$ cat src/rtl/core/kptp_pkg.sv
// Shared types and constants of the knee phase torque profile core.
package kptp_pkg;

	localparam int TABLE_DEPTH = 512;
	localparam int TBL_AW      = $clog2(TABLE_DEPTH);
	localparam int CNT_W       = TBL_AW + 1;
	localparam int FRAC_W      = 21;
	localparam int PHASE_MAX   = 51472;
	localparam int QDEPTH      = 4;
	localparam int QAW         = $clog2(QDEPTH);

	localparam logic [15:0] RST_ONSET     = 16'd1544;
	localparam logic [15:0] RST_OFFSET    = 16'd15441;
	localparam logic [15:0] RST_DAMPING   = 16'd41177;
	localparam logic [15:0] RST_GAIN      = 16'd6554;
	localparam logic [15:0] RST_TBL_START = 16'd15441;
	localparam logic [15:0] RST_IDX_PER   = 16'd25600;
	localparam logic [9:0]  RST_TBL_COUNT = 10'd0;

	typedef enum logic [1:0] {
		REGION_ZERO  = 2'd0,
		REGION_STIFF = 2'd1,
		REGION_TABLE = 2'd2,
		REGION_EMPTY = 2'd3
	} region_t;

	typedef enum logic {
		OP_EVAL  = 1'b0,
		OP_WRITE = 1'b1
	} opcode_t;

	typedef enum logic [2:0] {
		CFG_ONSET     = 3'd0,
		CFG_OFFSET    = 3'd1,
		CFG_DAMPING   = 3'd2,
		CFG_GAIN      = 3'd3,
		CFG_TBL_START = 3'd4,
		CFG_IDX_PER   = 3'd5,
		CFG_TBL_COUNT = 3'd6
	} cfg_reg_t;

	// one queued operation; for a table write, value holds the entry data and addr0 the address
	typedef struct packed {
		logic              wr;
		logic              eval;
		region_t           region;
		logic [15:0]       value;
		logic [TBL_AW-1:0] addr0;
		logic [TBL_AW-1:0] addr1;
		logic [FRAC_W-1:0] frac;
	} kptp_entry_t;

endpackage

$ cat src/rtl/core/kptp_front.sv
// Front end: config registers, item intake, region classification and address generation.
module kptp_front (
	input  logic                   clk,
	input  logic                   arst_n,
	input  logic                   cfg_valid,
	output logic                   cfg_ready,
	input  logic [2:0]             cfg_index,
	input  logic [15:0]            cfg_data,
	input  logic                   s_tvalid,
	output logic                   s_tready,
	input  logic [63:0]            s_tdata,
	input  logic                   s_tuser,
	input  logic                   q_full,
	output logic                   q_push,
	output kptp_pkg::kptp_entry_t  q_entry
);

	localparam int CNT_W_L = kptp_pkg::CNT_W;

	logic [15:0] onset_q, offset_q, damping_q, gain_q, tbl_start_q, idx_per_q;
	logic [9:0]  tbl_count_q;

	logic        f_adv;
	logic        valid_s1, valid_s2;
	logic        wr_s1, wr_s2;
	logic [17:0] phase_s1;
	logic [15:0] angle_s1;
	logic [8:0]  index_s1, index_s2;
	logic [15:0] value_s1, value_s2;

	kptp_pkg::region_t region_s2;
	logic [30:0]        stiff_prod_s2;
	logic signed [35:0] pos_s2;

	kptp_pkg::region_t region_c;
	logic [14:0]        angle_pos;
	logic signed [18:0] phase_diff;
	logic [16:0]        ph_u;

	logic [31:0]              stiff_sum;
	logic [16:0]              stiff_mag;
	logic [16:0]              stiff_neg;
	logic [15:0]              stiff_torque;
	logic [CNT_W_L-1:0]       n_tbl;
	logic [CNT_W_L-1:0]       n_m1;
	logic [13:0]              i0;
	logic [31:0]              idx32;
	kptp_pkg::kptp_entry_t    entry_c;

	assign cfg_ready = 1'b1;

	always_ff @(posedge clk or negedge arst_n) begin
		if (!arst_n) begin
			onset_q     <= kptp_pkg::RST_ONSET;
			offset_q    <= kptp_pkg::RST_OFFSET;
			damping_q   <= kptp_pkg::RST_DAMPING;
			gain_q      <= kptp_pkg::RST_GAIN;
			tbl_start_q <= kptp_pkg::RST_TBL_START;
			idx_per_q   <= kptp_pkg::RST_IDX_PER;
			tbl_count_q <= kptp_pkg::RST_TBL_COUNT;
		end else if (cfg_valid) begin
			case (cfg_index)
				kptp_pkg::CFG_ONSET:     onset_q     <= cfg_data;
				kptp_pkg::CFG_OFFSET:    offset_q    <= cfg_data;
				kptp_pkg::CFG_DAMPING:   damping_q   <= cfg_data;
				kptp_pkg::CFG_GAIN:      gain_q      <= cfg_data;
				kptp_pkg::CFG_TBL_START: tbl_start_q <= cfg_data;
				kptp_pkg::CFG_IDX_PER:   idx_per_q   <= cfg_data;
				kptp_pkg::CFG_TBL_COUNT: tbl_count_q <= cfg_data[9:0];
				default: ;
			endcase
		end
	end

	assign f_adv    = !valid_s2 || !q_full;
	assign s_tready = f_adv;
	assign q_push   = valid_s2 && !q_full;

	// stage 1: register the accepted item
	always_ff @(posedge clk or negedge arst_n) begin
		if (!arst_n) begin
			valid_s1 <= 1'b0;
		end else if (f_adv) begin
			valid_s1 <= s_tvalid;
		end
	end

	always_ff @(posedge clk) begin
		if (f_adv && s_tvalid) begin
			wr_s1    <= (s_tuser == kptp_pkg::OP_WRITE);
			phase_s1 <= s_tdata[17:0];
			angle_s1 <= s_tdata[33:18];
			index_s1 <= s_tdata[42:34];
			value_s1 <= s_tdata[58:43];
		end
	end

	// classification; a negative phase is out of range before the low bits are looked at
	always_comb begin
		ph_u = phase_s1[16:0];
		if (phase_s1[17] || (32'(ph_u) > kptp_pkg::PHASE_MAX) || (ph_u < {1'b0, onset_q})) begin
			region_c = kptp_pkg::REGION_ZERO;
		end else if (ph_u < {1'b0, offset_q}) begin
			region_c = kptp_pkg::REGION_STIFF;
		end else if (ph_u < {1'b0, damping_q}) begin
			region_c = (tbl_count_q == 10'd0) ? kptp_pkg::REGION_EMPTY : kptp_pkg::REGION_TABLE;
		end else begin
			region_c = kptp_pkg::REGION_ZERO;
		end
	end

	assign angle_pos  = angle_s1[15] ? 15'd0 : angle_s1[14:0];
	assign phase_diff = $signed({phase_s1[17], phase_s1}) - $signed({3'b000, tbl_start_q});

	// stage 2: both products
	always_ff @(posedge clk or negedge arst_n) begin
		if (!arst_n) begin
			valid_s2 <= 1'b0;
		end else if (f_adv) begin
			valid_s2 <= valid_s1;
		end
	end

	always_ff @(posedge clk) begin
		if (f_adv && valid_s1) begin
			wr_s2         <= wr_s1;
			index_s2      <= index_s1;
			value_s2      <= value_s1;
			region_s2     <= region_c;
			stiff_prod_s2 <= gain_q * angle_pos;
			pos_s2        <= phase_diff * $signed({1'b0, idx_per_q});
		end
	end

	// stiffness torque: round magnitude half away from zero, negate, saturate
	assign stiff_sum    = {1'b0, stiff_prod_s2} + 32'd16384;
	assign stiff_mag    = stiff_sum[31:15];
	assign stiff_neg    = 17'd0 - stiff_mag;
	assign stiff_torque = (stiff_mag > 17'd32768) ? 16'h8000 : stiff_neg[15:0];

	assign n_tbl = (32'(tbl_count_q) > kptp_pkg::TABLE_DEPTH) ?
		CNT_W_L'(kptp_pkg::TABLE_DEPTH) : CNT_W_L'(tbl_count_q);
	assign n_m1  = n_tbl - CNT_W_L'(1);
	assign i0    = pos_s2[34:21];
	assign idx32 = 32'(index_s2);

	always_comb begin
		entry_c        = '0;
		entry_c.wr     = wr_s2 && (idx32 < 32'(kptp_pkg::TABLE_DEPTH));
		entry_c.eval   = !wr_s2;
		entry_c.region = region_s2;
		if (wr_s2) begin
			entry_c.value = value_s2;
			entry_c.addr0 = idx32[kptp_pkg::TBL_AW-1:0];
			entry_c.addr1 = idx32[kptp_pkg::TBL_AW-1:0];
		end else begin
			entry_c.value = (region_s2 == kptp_pkg::REGION_STIFF) ? stiff_torque : 16'd0;
			if (pos_s2[35] || (pos_s2 == 36'sd0)) begin
				entry_c.addr0 = '0;
				entry_c.addr1 = '0;
			end else if (32'(i0) >= 32'(n_m1)) begin
				entry_c.addr0 = n_m1[kptp_pkg::TBL_AW-1:0];
				entry_c.addr1 = n_m1[kptp_pkg::TBL_AW-1:0];
			end else begin
				entry_c.addr0 = i0[kptp_pkg::TBL_AW-1:0];
				entry_c.addr1 = i0[kptp_pkg::TBL_AW-1:0] + kptp_pkg::TBL_AW'(1);
				entry_c.frac  = pos_s2[kptp_pkg::FRAC_W-1:0];
			end
		end
	end

	assign q_entry = entry_c;

endmodule

$ cat config.mk
export PLATFORM = sky130hd
export DESIGN_NAME = kptp_front
export DESIGN_NICKNAME = d
export VERILOG_FILES = /design/src/rtl/core/kptp_pkg.sv /design/src/rtl/core/kptp_front.sv
export SDC_FILE = /design/constraint.sdc
export NUM_CORES = 2
export LEC_CHECK = 0
export BUFFER_PORTS_ARGS = -buffer_cell sky130_fd_sc_hd__buf_4
export CAP_MARGIN = 20
export CORE_ASPECT_RATIO = 0.75
export CORE_UTILIZATION = 35
export DETAILED_ROUTE_END_ITERATION = 8
export PLACE_DENSITY = 0.51
export SETUP_SLACK_MARGIN = 0.15
export SYNTH_ARGS = -nofsm -noshare
export SYNTH_HDL_FRONTEND = slang
export SYNTH_SLANG_ARGS = --single-unit
$ cat constraint.sdc
create_clock -name clk -period 12 [get_ports clk]
set_input_delay 2.4 -clock clk [delete_from_list [all_inputs] [get_ports clk]]
set_output_delay 2.4 -clock clk [all_outputs]
set_load 0.005 [all_outputs]
==> results.tsv <==
metric	value	unit
Post-synth top cells	inv_1 (617), fa_1 (481), nand2_1 (449)	
#FFs+latches synth	249	
area grow syn2layout	11.05	%
sum of buffers and inverters on the critical path	4	
Worst-Margin Slew	1.152	ns
Worst-path clk slew	0.06	ns
Startpoint Class	flip-flop	
Async SR Flop Fraction	43.37	%
max_slew headroom	23.07	%
Congestion Overflow GR	0	
CTS tree	done	
most frequent CP cell	fa_1	
post-synth net total	4050	
first-pass GRT wire length	135.2	mm
post_cts resized	0	
number of flops mapped to enable cells by yosys	141	
chip height	260.5	um
maximum clock rate	0.1034	GHz
hold_buf cts	0	
Netlist cell types	78	
Most flops, register	pos_s2	
first drt pass iteration count	7	
RSZ-0062 raised after global routing	no	
Rows	94	
largest family of logic cells by synthesized area	adder cells	
Synth Area in Simple Gates	15.00	%
Top delay family on crit path	compound AO/OA/AOI/OAI gates	
drc violations	0	
DR WL/cell	19.19	um
Slowest-stage cell, CP	o21a_1	
max reg flops	36	
final count of hold timing violations	0	
Period minus WS final	9.667	ns
CP Capture Type	flip-flop	
Max Root-Sink Buffers	3	
final worst path period share	80.56	%
die area	0.09029	mm2
Setup CP Type	reg -> reg	
Worst-Skew Late Latency	0.63	ns
Initial Utilization	35.44	%
core area	0.08797	mm2
endpoints failing setup	0	
CP Data Required Time	12.36	ns
Post-Synth Adder-Cell Area	41.42	%
biggest registers after layout	pos_s2: 36 flops, phase_s1: 18 flops, stiff_prod_s2: 17 flops	
multiplexer share of the synthesized area	1.758	%
Synth top area share	30.89	%
num ports	151	
Ys Warns	0	
Layout Skew	0.01301	ns
Vias	21700	
syn avg cell area	9.682	um2
outcome	completed	
mapped cell area	0.03118	mm2
Synth Area in XOR/XNOR	2.865	%
IO Port Bufs	144	
Vias per Instance	4.844	
Area contributors post-synth	fa_1 (31%), edfxtp_1 (14%), ha_1 (10%)	
antenna-violating nets left	0	
sequential cell area fraction in the yosys report	22.39	%
routability cong.	0.8696	
H-tree Lvls	1	
Worst Hold Class	reg -> reg	
detailed placer's ending HPWL	67.45	mm
Setup Buffers After CTS	0	
Die Width	346.6	um
cell with the most instances after synthesis	inv_1	
largest area contributor in the netlist	fa_1	
GRT Overall Usage	19.50	%
Total Neg Setup Slack	0	ns
number of global-route vias before repair	22130	
max cap viols	0	
clk root buf	clkbuf_16	
Most used DFF post-synth	edfxtp_1	
critical path arrival	10.03	ns
final net count	4133	
ratio of cells with drive above 1 in the final layout	10.70	%
max incr delay on CP	0.65	ns
cts bufs inserted	30	
Mapped Cells	3220	
antenna violations before repair	4	
Routed WL	85.99	mm
Slew Limit Fails	0	
largest net degree at the start of global routing	67	
Iter 0 DRT Violations	1217	
Clock Sinks	249	
post-synthesis compound-gate area fraction	7.505	%
CP Max Fanout	16	
==> kinds of logic (layout without fill, tap and decap cells) <==
group,count (synthesis),in the layout
muxes,49,49
adders and majority gates,744,744
AOI/OAI and AO/OA,370,370
DFF,249,249
other,1,2
and+or+nand+nor,957,957
buffers and inverters,748,855
xor gates and xnor gates,102,102
==> final cells by class <==
type / instances / area, um2
fillers: 8825 / 53350
multi-input cells: 2223 / 21490
flip-flops and latches: 249 / 6979
inverters: 617 / 2316
well taps: 1152 / 1441
repair buffers: 182 / 1389
clock buffers: 41 / 844.6
clock inverters: 15 / 162.7
diodes: 1 / 2.502
==> path summary, 6_finish.rpt <==
path / start / endpoint / slack [ns] / cells after the start
worst max-delay path: phase_s1[0] / pos_s2[29] / 2.33 / 31
worst min-delay path: index_s1[0] / index_s2[0] / 0.41 / 0
worst max register to register: phase_s1[0] / pos_s2[29] / 2.33 / 31
worst min register to register: index_s1[0] / index_s2[0] / 0.41 / 0
max in group asynchronous: arst_n / idx_per_q[15] / 8.90 / 2
min in group asynchronous: arst_n / tbl_count_q[7] / 1.78 / 1
==> cells in the final DEF (no fill, tap or decap), drive strengths merged, types with 41 or more instances in the layout <==
cell and count:
buf 182, a21oi 71, nor2b 54, clkbuf 41, dfrtp 74, mux2 46, edfxtp 141, nand2 449
o21ai 145, inv 622, fa 481, ha 260, xnor2 74, and2 213, nor2 74
==> worst reg2reg max path: cells and delay by family, from the launching register on <==
family / cells / cell delay (ns)
simple gates: 2 / 0.44
flops: 1 / 0.38
buf+inv: 4 / 0.27
compound gates: 15 / 4.15
xor+xnor: 1 / 0.08
fa+ha+maj: 9 / 4.08
==> metal layers <==
layer | track usage, % | wire length [um] | part of all wire, % | vias up
li1 | - | - | - | 10270
met1 | 28.90 | 41940 | 49 | 10860
met2 | 29.51 | 36700 | 43 | 504
met3 | 4.284 | 6035 | 7.0 | 66
met4 | 2.962 | 1302 | 1.5 | 2
met5 | 0 | 13 | 0.015 | -
==> per-stage QoR <==
stage | hold slack (ns) | cell area (um2) | setup slack [ns] | std cells | util [%]
finish | 0.4127 | 34620 | 2.333 | 4480 | 39.36
global route | 0.4234 | 34620 | 1.536 | 4479 | 39.35
CTS | 0.4133 | 34580 | 2.296 | 4476 | 39.31
detailed placement | 0.4045 | 33570 | 2.379 | 4420 | 38.16
global placement | 0.4012 | 33560 | 2.393 | 4419 | 38.15
floorplan | 0.4003 | 31180 | 3.655 | 3220 | -
Power is left out: the tool's default activity adds up to more than one toggle a clock period on the data nets, which glitch-free logic cannot reach.
