File: config.mk
export PLATFORM = sky130hd
export DESIGN_NAME = kptp_queue
export DESIGN_NICKNAME = d
export VERILOG_FILES = /design/src/rtl/core/kptp_pkg.sv /design/src/rtl/core/kptp_queue.sv
export SDC_FILE = /design/constraint.sdc
export NUM_CORES = 1
export LEC_CHECK = 0
export BUFFER_PORTS_ARGS = -buffer_cell sky130_fd_sc_hd__buf_2
export CORE_MARGIN = 2
export CORE_UTILIZATION = 55
export DETAILED_ROUTE_END_ITERATION = 12
export MAX_ROUTING_LAYER = met4
export PLACE_DENSITY = 0.78
export RECOVER_POWER = 25
export REMOVE_ABC_BUFFERS = 1
export SYNTH_ARGS = -nofsm -noshare
export SYNTH_HDL_FRONTEND = slang
export SYNTH_SLANG_ARGS = --single-unit
File: constraint.sdc
create_clock -name clk -period 2.66 [get_ports clk]
set_input_delay 0.266 -clock clk [delete_from_list [all_inputs] [get_ports clk]]
set_output_delay 0.266 -clock clk [all_outputs]
set_load 0.005 [all_outputs]
File: src/rtl/core/kptp_pkg.sv
// Shared types and constants of the knee phase torque profile core.
package kptp_pkg;

	localparam int TABLE_DEPTH = 512;
	localparam int TBL_AW      = $clog2(TABLE_DEPTH);
	localparam int CNT_W       = TBL_AW + 1;
	localparam int FRAC_W      = 21;
	localparam int PHASE_MAX   = 51472;
	localparam int QDEPTH      = 4;
	localparam int QAW         = $clog2(QDEPTH);

	localparam logic [15:0] RST_ONSET     = 16'd1544;
	localparam logic [15:0] RST_OFFSET    = 16'd15441;
	localparam logic [15:0] RST_DAMPING   = 16'd41177;
	localparam logic [15:0] RST_GAIN      = 16'd6554;
	localparam logic [15:0] RST_TBL_START = 16'd15441;
	localparam logic [15:0] RST_IDX_PER   = 16'd25600;
	localparam logic [9:0]  RST_TBL_COUNT = 10'd0;

	typedef enum logic [1:0] {
		REGION_ZERO  = 2'd0,
		REGION_STIFF = 2'd1,
		REGION_TABLE = 2'd2,
		REGION_EMPTY = 2'd3
	} region_t;

	typedef enum logic {
		OP_EVAL  = 1'b0,
		OP_WRITE = 1'b1
	} opcode_t;

	typedef enum logic [2:0] {
		CFG_ONSET     = 3'd0,
		CFG_OFFSET    = 3'd1,
		CFG_DAMPING   = 3'd2,
		CFG_GAIN      = 3'd3,
		CFG_TBL_START = 3'd4,
		CFG_IDX_PER   = 3'd5,
		CFG_TBL_COUNT = 3'd6
	} cfg_reg_t;

	// one queued operation; for a table write, value holds the entry data and addr0 the address
	typedef struct packed {
		logic              wr;
		logic              eval;
		region_t           region;
		logic [15:0]       value;
		logic [TBL_AW-1:0] addr0;
		logic [TBL_AW-1:0] addr1;
		logic [FRAC_W-1:0] frac;
	} kptp_entry_t;

endpackage

File: src/rtl/core/kptp_queue.sv
// Short FIFO between the front end and the back end.
module kptp_queue (
	input  logic                  clk,
	input  logic                  arst_n,
	input  logic                  push,
	input  kptp_pkg::kptp_entry_t push_entry,
	output logic                  full,
	input  logic                  pop,
	output logic                  head_valid,
	output kptp_pkg::kptp_entry_t head_entry
);

	kptp_pkg::kptp_entry_t        ent_q [kptp_pkg::QDEPTH];
	logic [kptp_pkg::QAW-1:0]     wr_ptr_q, rd_ptr_q;
	logic [kptp_pkg::QAW:0]       cnt_q;

	assign full       = (cnt_q == (kptp_pkg::QAW+1)'(kptp_pkg::QDEPTH));
	assign head_valid = (cnt_q != '0);
	assign head_entry = ent_q[rd_ptr_q];

	always_ff @(posedge clk or negedge arst_n) begin
		if (!arst_n) begin
			wr_ptr_q <= '0;
			rd_ptr_q <= '0;
			cnt_q    <= '0;
		end else begin
			if (push) begin
				wr_ptr_q <= wr_ptr_q + kptp_pkg::QAW'(1);
			end
			if (pop) begin
				rd_ptr_q <= rd_ptr_q + kptp_pkg::QAW'(1);
			end
			if (push && !pop) begin
				cnt_q <= cnt_q + (kptp_pkg::QAW+1)'(1);
			end else if (pop && !push) begin
				cnt_q <= cnt_q - (kptp_pkg::QAW+1)'(1);
			end
		end
	end

	always_ff @(posedge clk) begin
		if (push) begin
			ent_q[wr_ptr_q] <= push_entry;
		end
	end

endmodule

==> reports/results.tsv, run 1 <==
stage	metric	value	unit
drt	Antenna Nets Post-Route	0	
worst_setup_path	CP Launch Type	register	
global_routing	Total Routing Usage GR	0.200	
global_routing	initial antenna violation count	0	
timing	Final Hold Viols	0	
logic_synthesis	post-synthesis cell area	8980	um^2
pwr	Max IR drop VDD	0.797	mV
global_routing	gr ovfl total	0	
layout	commonest non-fill, non-tap cells in the layout	edfxtp_1 (236), buf_2 (88), dlygate4sd3_1 (61), mux4_2 (58), clkbuf_1 (39)	
worst_setup_path	R2R depth	4	
logic_synthesis	Synth Area in Compound Gates	0.000558	
worst_setup_path	reg2reg setup slack	940	ps
layout	Synth-to-Final Area Change	24.1	%
layout	filler cell count	971	
logic_synthesis	post-synthesis sequential area ratio	0.809	
placed_design	routability cong.	0.721	
logic_synthesis	Mapped Cells	343	
pwr	cell area power density	1020	nW/um^2
placed_design	DP HPWL	9.66	mm
global_routing	first-pass GRT wire length	26.0	mm
layout	layout cell share with drive strength beyond 1	0.337	
timing	unrepaired setup endpoints after global routing	no	
worst_setup_path	Crit Path Max Fanout	23	
timing	post-layout min period	2450	ps
floorplanning	DIE WIDTH	132	um
logic_synthesis	post-synthesis xor/xnor area fraction	0.00585	
floorplanning	Die ar.	17400	um^2
timing	fin crit share	0.921	
worst_setup_path	data arrival time of the worst path	2180	ps
logic_synthesis	Yosys cell types	20	
layout	antenna diode count	0	
worst_setup_path	crit-path max cell delay	750	ps
worst_setup_path	CP endpoint kind	primary output	
logic_synthesis	Avg Cell Area, Syn	26.2	um^2
logic_synthesis	mux contribution to synthesized area	0.150	
drt	initial DRC count	249	
worst_setup_path	Crit Path Class	reg2out	
run	max_cap viols	0	
placed_design	IO Port Bufs	123	
clocking	CTS Buf Count	24	
timing	Worst-Margin Slew	502	ps
worst_setup_path	crit path capture	head_entry[7]	
logic_synthesis	largest family of logic cells by synthesized area	multiplexers	
floorplanning	Initial Util	0.563	
clocking	post-cts sizing count	0	
drt	via count	4277	
clocking	Root Driver	clkbuf_16	
drt	Via-to-Cell Ratio	5.46	
pwr	Static Leak	0.00380	uW
drt	Routed WL per cell	20.8	um
timing	Slew Viols, Final	0	
worst_setup_path	CP cell instances	buf_12 -> mux4_2 -> buf_2	
status	status	complete, no violations	
global_routing	number of global-route vias before repair	4679	
logic_synthesis	yosys warns	0	
layout	NumNets Final	618	
timing	clock skew	7.66	ps
clocking	CTS tree	yes	
worst_setup_path	Worst Path Required	2390	ps
global_routing	pin count of the biggest net entering global routing	52	
timing	# setup viols final	0	
logic_synthesis	Synth Area in Simple Gates	0.00558	
logic_synthesis	Post-Synth Adder-Cell Area	0.00920	
clocking	H-Tree Depth	1	
timing	Max Fclk	408	MHz
hold_path	Hold WC Path Type	in2reg	
placed_design	placed insts	678	
logic_synthesis	flop and latch count out of synthesis	243	
placed_design	Area after DPL	9870	um^2
drt	drt pass-1 iters	4	
drt	Post-Route WL	16.3	mm
drt	Remaining DRCs	0	
floorplanning	I/O pin cnt	124	
layout	post-layout util	0.698	
floorplanning	num rows	46	
floorplanning	Chip Height	132	um
clocking	maximum clock path buffer count	3	
worst_setup_path	FF-to-FF Start	wr_ptr_q[0]	
worst_setup_path	Crit Reg-Reg Endpoint	ent_q[0][57]	
clocking	count of clock tree sinks	243	
worst_setup_path	CP max stage cell	dfrtp_4	
timing	worst rel slew slack	0.666	
pwr	Pwr Total	11400	uW
layout	fin area	11100	um^2
worst_setup_path	CP startpoint	rd_ptr_q[0]	
layout	Post-Layout Cell Count	783	
clocking	insertion delay to the later sink of the worst-skew pair	510	ps
layout	most common cell after layout, fill and taps aside	edfxtp_1	
clocking	clk slew on worst S/H paths	60	ps
floorplanning	floorplan core area	15900	um^2
## what timing repair did
item	CTS	global route
endpoints found under the hold margin	244	0
hold buffers	61	0
setup buffers	0	0
## worst min path at each step
stage / startpoint / endpoint / slack (ps) / cells past startpoint
detailed placement: arst_n / cnt_q[2] / 120 / 1
CTS: push / wr_ptr_q[0] / 50 / 2
floorplan: arst_n / cnt_q[0] / -30 / 0
finish: push / wr_ptr_q[0] / 70 / 2
global placement: arst_n / cnt_q[2] / 110 / 1
global route: push / wr_ptr_q[0] / 70 / 2
## area by class of cell
class                           count  area, um^2  area share
Sequential cell                   243        7270       0.653
Multi-Input combinational cell     82        1540       0.139
Clock inverter                     16        78.8     0.00708
Inverter                            4        15.0     0.00135
Timing Repair Buffer              194        1350       0.121
Tap cell                          216         270      0.0243
Clock buffer                       28         616      0.0553
## cell families after synthesis
family | Yosys count
muxes | 60
AOI/OAI and AO/OA | 1
xor gates and xnor gates | 6
adders and majority gates | 6
DFF | 243
and+or+nand+nor | 9
buffers and inverters | 18
## critical path: cells and delay by family (launching register included)
kind | cells | cell delay [ps]
flops | 1 | 750
mux | 1 | 530
buf+inv | 2 | 380
## stage by stage
| step | setup WS, ps | hold WS [ps] | setup TNS [ps] |
|---|---|---|---|
| final | 211 | 66.7 | 0 |
| after global routing | 75.9 | 72.9 | 0 |
| after CTS | 135 | 53.6 | 0 |
| after detailed placement | 678 | 116 | 0 |
| after global placement | 680 | 109 | 0 |
| after floorplan | -721 | -29.6 | -39890 |
## sequential cells by signal (all words and copies together) (netlist names)
name      cells
rd_ptr_q      2
cnt_q         3
wr_ptr_q      2
ent_q       236
## Yosys cell counts, drive strengths merged
cell    count  area [um^2]
or3         1         6.26
o21ai       1         5.00
nor3b       1         7.51
mux4       59         1330
mux2        1         11.3
buf        13          161
xor2        4         35.0
dfrtp       7          175
nand2       2         7.51
xnor2       2         17.5
edfxtp    236         7090
fa          1         20.0
nor2        1         3.75
ha          5         62.6
inv         4         15.0
and2        4         25.0
clkbuf      1         3.75
## power breakdown
group	switching [uW]	total, uW	leakage [uW]	internal, uW
clock network	1310	2960	0.000334	1650
registers	324	5340	0.00225	5010
logic	1420	3080	0.00122	1650
total	3060	11400	0.00380	8320
## layer usage
metal  vias to the layer above  GRT usage  wire length (um)
met1                      2235      0.272              7030
met4                         0     0.0537               320
met5                         -          -                 0
li1                       1882          -                 -
met3                        29     0.0350               756
met2                       131      0.321              8160
No activity file was read; power rests on OpenSTA's default activity.
==> inputs of run 2 (changes only) <==
Settings changed: CORE_UTILIZATION 55 to 50, PLACE_DENSITY 0.78 to 0.72.
==> run 2 against run 1 <==
Net effect:
- via count decreased by 1.3%
- wire length grew 1.9%
- clock skew rose by 11 ps
- combinational power increased by 1%
- critical path depth did not move
- die area up 9.7%
- clock power rose by 24%
- register-to-register slack lost 110 ps
- count of clock-buffer cells in the layout rose by 5
- critical path type unchanged
==> reports/results.tsv, run 2 (synthesis gave the netlist of run 1 again) <==
stage	metric	value	unit	change
clocking	count of clock tree sinks	243		unchanged
timing	clock skew	18.2	ps	+10.6 ps
placed_design	IO Port Bufs	123		unchanged
timing	fin crit share	0.900		-0.0207
run	max_cap viols	0		unchanged
drt	Via-to-Cell Ratio	5.30		-2.9%
global_routing	first-pass GRT wire length	25.4	mm	-2.1%
drt	Post-Route WL	16.6	mm	+1.9%
worst_setup_path	data arrival time of the worst path	2130	ps	-50 ps
clocking	CTS Buf Count	25		+4.2%
clocking	maximum clock path buffer count	3		unchanged
worst_setup_path	Crit Reg-Reg Endpoint	ent_q[1][14]		
floorplanning	Initial Util	0.515		-0.0476
worst_setup_path	CP startpoint	rd_ptr_q[0]		
clocking	insertion delay to the later sink of the worst-skew pair	520	ps	about the same
drt	drt pass-1 iters	5		+1
pwr	Switching Share	0.260		-0.00887
drt	Antenna Nets Post-Route	0		unchanged
floorplanning	num rows	48		+4.3%
global_routing	initial antenna violation count	1		+1
pwr	Pwr Total	12100	uW	+6.3%
floorplanning	DIE WIDTH	138	um	+4.7%
layout	commonest non-fill, non-tap cells in the layout	edfxtp_1 (236), buf_2 (88), dlygate4sd3_1 (61), mux4_2 (58), clkbuf_1 (40)		
worst_setup_path	CP endpoint kind	primary output		
clocking	CTS tree	yes		
timing	# setup viols final	0		unchanged
timing	worst rel slew slack	0.615		-0.0507
drt	via count	4221		-1.3%
global_routing	Total Routing Usage GR	0.186		-0.0143
placed_design	routability cong.	0.690		-4.4%
clocking	Root Driver	clkbuf_16		
pwr	Max IR drop VDD	0.608	mV	-24%
global_routing	gr ovfl total	0		unchanged
timing	Worst-Margin Slew	578	ps	+76.0 ps
floorplanning	Die ar.	19000	um^2	+9.7%
layout	max reg flops	236		unchanged
pwr	Comb power frac	0.258		-0.013
worst_setup_path	Worst Path Required	2390	ps	about the same
pwr	part of the power in registers	0.439		-0.030
status	status	complete, no violations		
worst_setup_path	Crit Path Max Fanout	12		-48%
worst_setup_path	Crit Path Class	reg2out		
worst_setup_path	R2R depth	4		unchanged
timing	Slew Viols, Final	0		unchanged
layout	NumNets Final	620		+0.32%
floorplanning	I/O pin cnt	124		unchanged
pwr	NetSw	3140	uW	+2.8%
pwr	Pint	8940	uW	+7.6%
drt	Routed WL per cell	20.8	um	+0.24%
drt	initial DRC count	272		+9.2%
placed_design	DP HPWL	9.78	mm	+1.3%
worst_setup_path	CP cell instances	buf_4 -> mux4_2 -> buf_2		
worst_setup_path	crit-path max cell delay	600	ps	-150 ps
placed_design	Post-Place Worst Slack	624	ps	-53.6 ps
timing	final setup TNS	0	ps	unchanged
worst_setup_path	FF-to-FF Start	wr_ptr_q[1]		
floorplanning	Chip Height	138	um	+4.7%
global_routing	pin count of the biggest net entering global routing	47		-9.6%
global_routing	number of global-route vias before repair	4629		-1.1%
layout	Synth-to-Final Area Change	26.2	%	
worst_setup_path	reg2reg setup slack	830	ps	-110 ps
pwr	Static Leak	0.00389	uW	+2.5%
layout	most common cell after layout, fill and taps aside	edfxtp_1		
layout	largest reg by FF count	ent_q		
layout	layout cell share with drive strength beyond 1	0.356		+0.0193
timing	Final Hold Viols	0		unchanged
worst_setup_path	CP max stage cell	dfrtp_4		
drt	Remaining DRCs	0		unchanged
worst_setup_path	crit path capture	head_entry[42]		
timing	Max Fclk	418	MHz	+2.3%
hold_path	Hold WC Path Type	in2reg		
clocking	clk slew on worst S/H paths	60	ps	about the same
floorplanning	floorplan core area	17400	um^2	+9.2%
timing	post-layout min period	2390	ps	-55.0 ps
timing	final setup margin	266	ps	+55.0 ps
worst_setup_path	CP Launch Type	register		
pwr	clock share of power	0.304		+0.044
clocking	H-Tree Depth	1		unchanged
pwr	cell area power density	1070	nW/um^2	+4.5%
layout	Top Registers	ent_q: 236 flops, cnt_q: 3 flops		
timing	unrepaired setup endpoints after global routing	no		
run 2: critical path, delay by kind of cell, from the launching register on:
kind                   cells  cell delay [ps]
buffers and inverters      2              460
DFF                        1              600
muxes                      1              550
run 2: stage by stage:
step / hold WS [ps] / utilization / cell area [um^2] / cells
floorplan: -29.6 / - / 8810 / 329
global placement: 107 / 0.566 / 9860 / 687
detailed placement: 114 / 0.566 / 9860 / 687
CTS: 46.9 / 0.652 / 11400 / 794
global route: 77.0 / 0.650 / 11300 / 796
finish: 69.0 / 0.650 / 11300 / 796
run 2: final cells by class:
| type | instances | area [um^2] |
|---|---|---|
| Clock inverter | 13 | 198 |
| Timing Repair Buffer | 195 | 1340 |
| Clock buffer | 33 | 686 |
| Tap cell | 225 | 282 |
| Inverter | 4 | 15.0 |
| Multi-Input combinational cell | 82 | 1540 |
| Sequential cell | 243 | 7270 |
| Fill cell | 1178 | 6090 |
| Antenna cell | 1 | 2.50 |
run 2: routing by layer:
metal | GRT usage | vias to the layer above | routed length [um]
li1 | - | 1887 | -
met1 | 0.229 | 2180 | 6640
met2 | 0.318 | 122 | 8690
met3 | 0.0391 | 32 | 883
met4 | 0.0471 | 0 | 367
met5 | - | - | 0
run 2: power by group through the flow:
stage	Combinational, uW	Clock (uW)	Sequential, uW
2_1_floorplan	1620	0	5560
3_3_place_gp	3020	0	5390
3_5_place_dp	3050	0	5430
4_1_cts	3130	3750	5360
5_1_grt	3420	3890	5370
6_report	3120	3670	5300
run 2: how the worst min path moves through the flow:
stage          startpoint          end  cells after the start
6_report             push  wr_ptr_q[0]                      2
5_1_grt              push  wr_ptr_q[1]                      2
4_1_cts              push  wr_ptr_q[0]                      2
3_5_place_dp       arst_n     cnt_q[0]                      1
3_3_place_gp       arst_n     cnt_q[2]                      1
2_1_floorplan      arst_n     cnt_q[0]                      0
run 2: repair_timing:
item                                   in CTS  in global routing
hold buffers                               61                  0
setup endpoints to repair                   0                  3
resized for setup                           0                  0
endpoints found under the hold margin     244                  0
buffers inserted                            0                  1
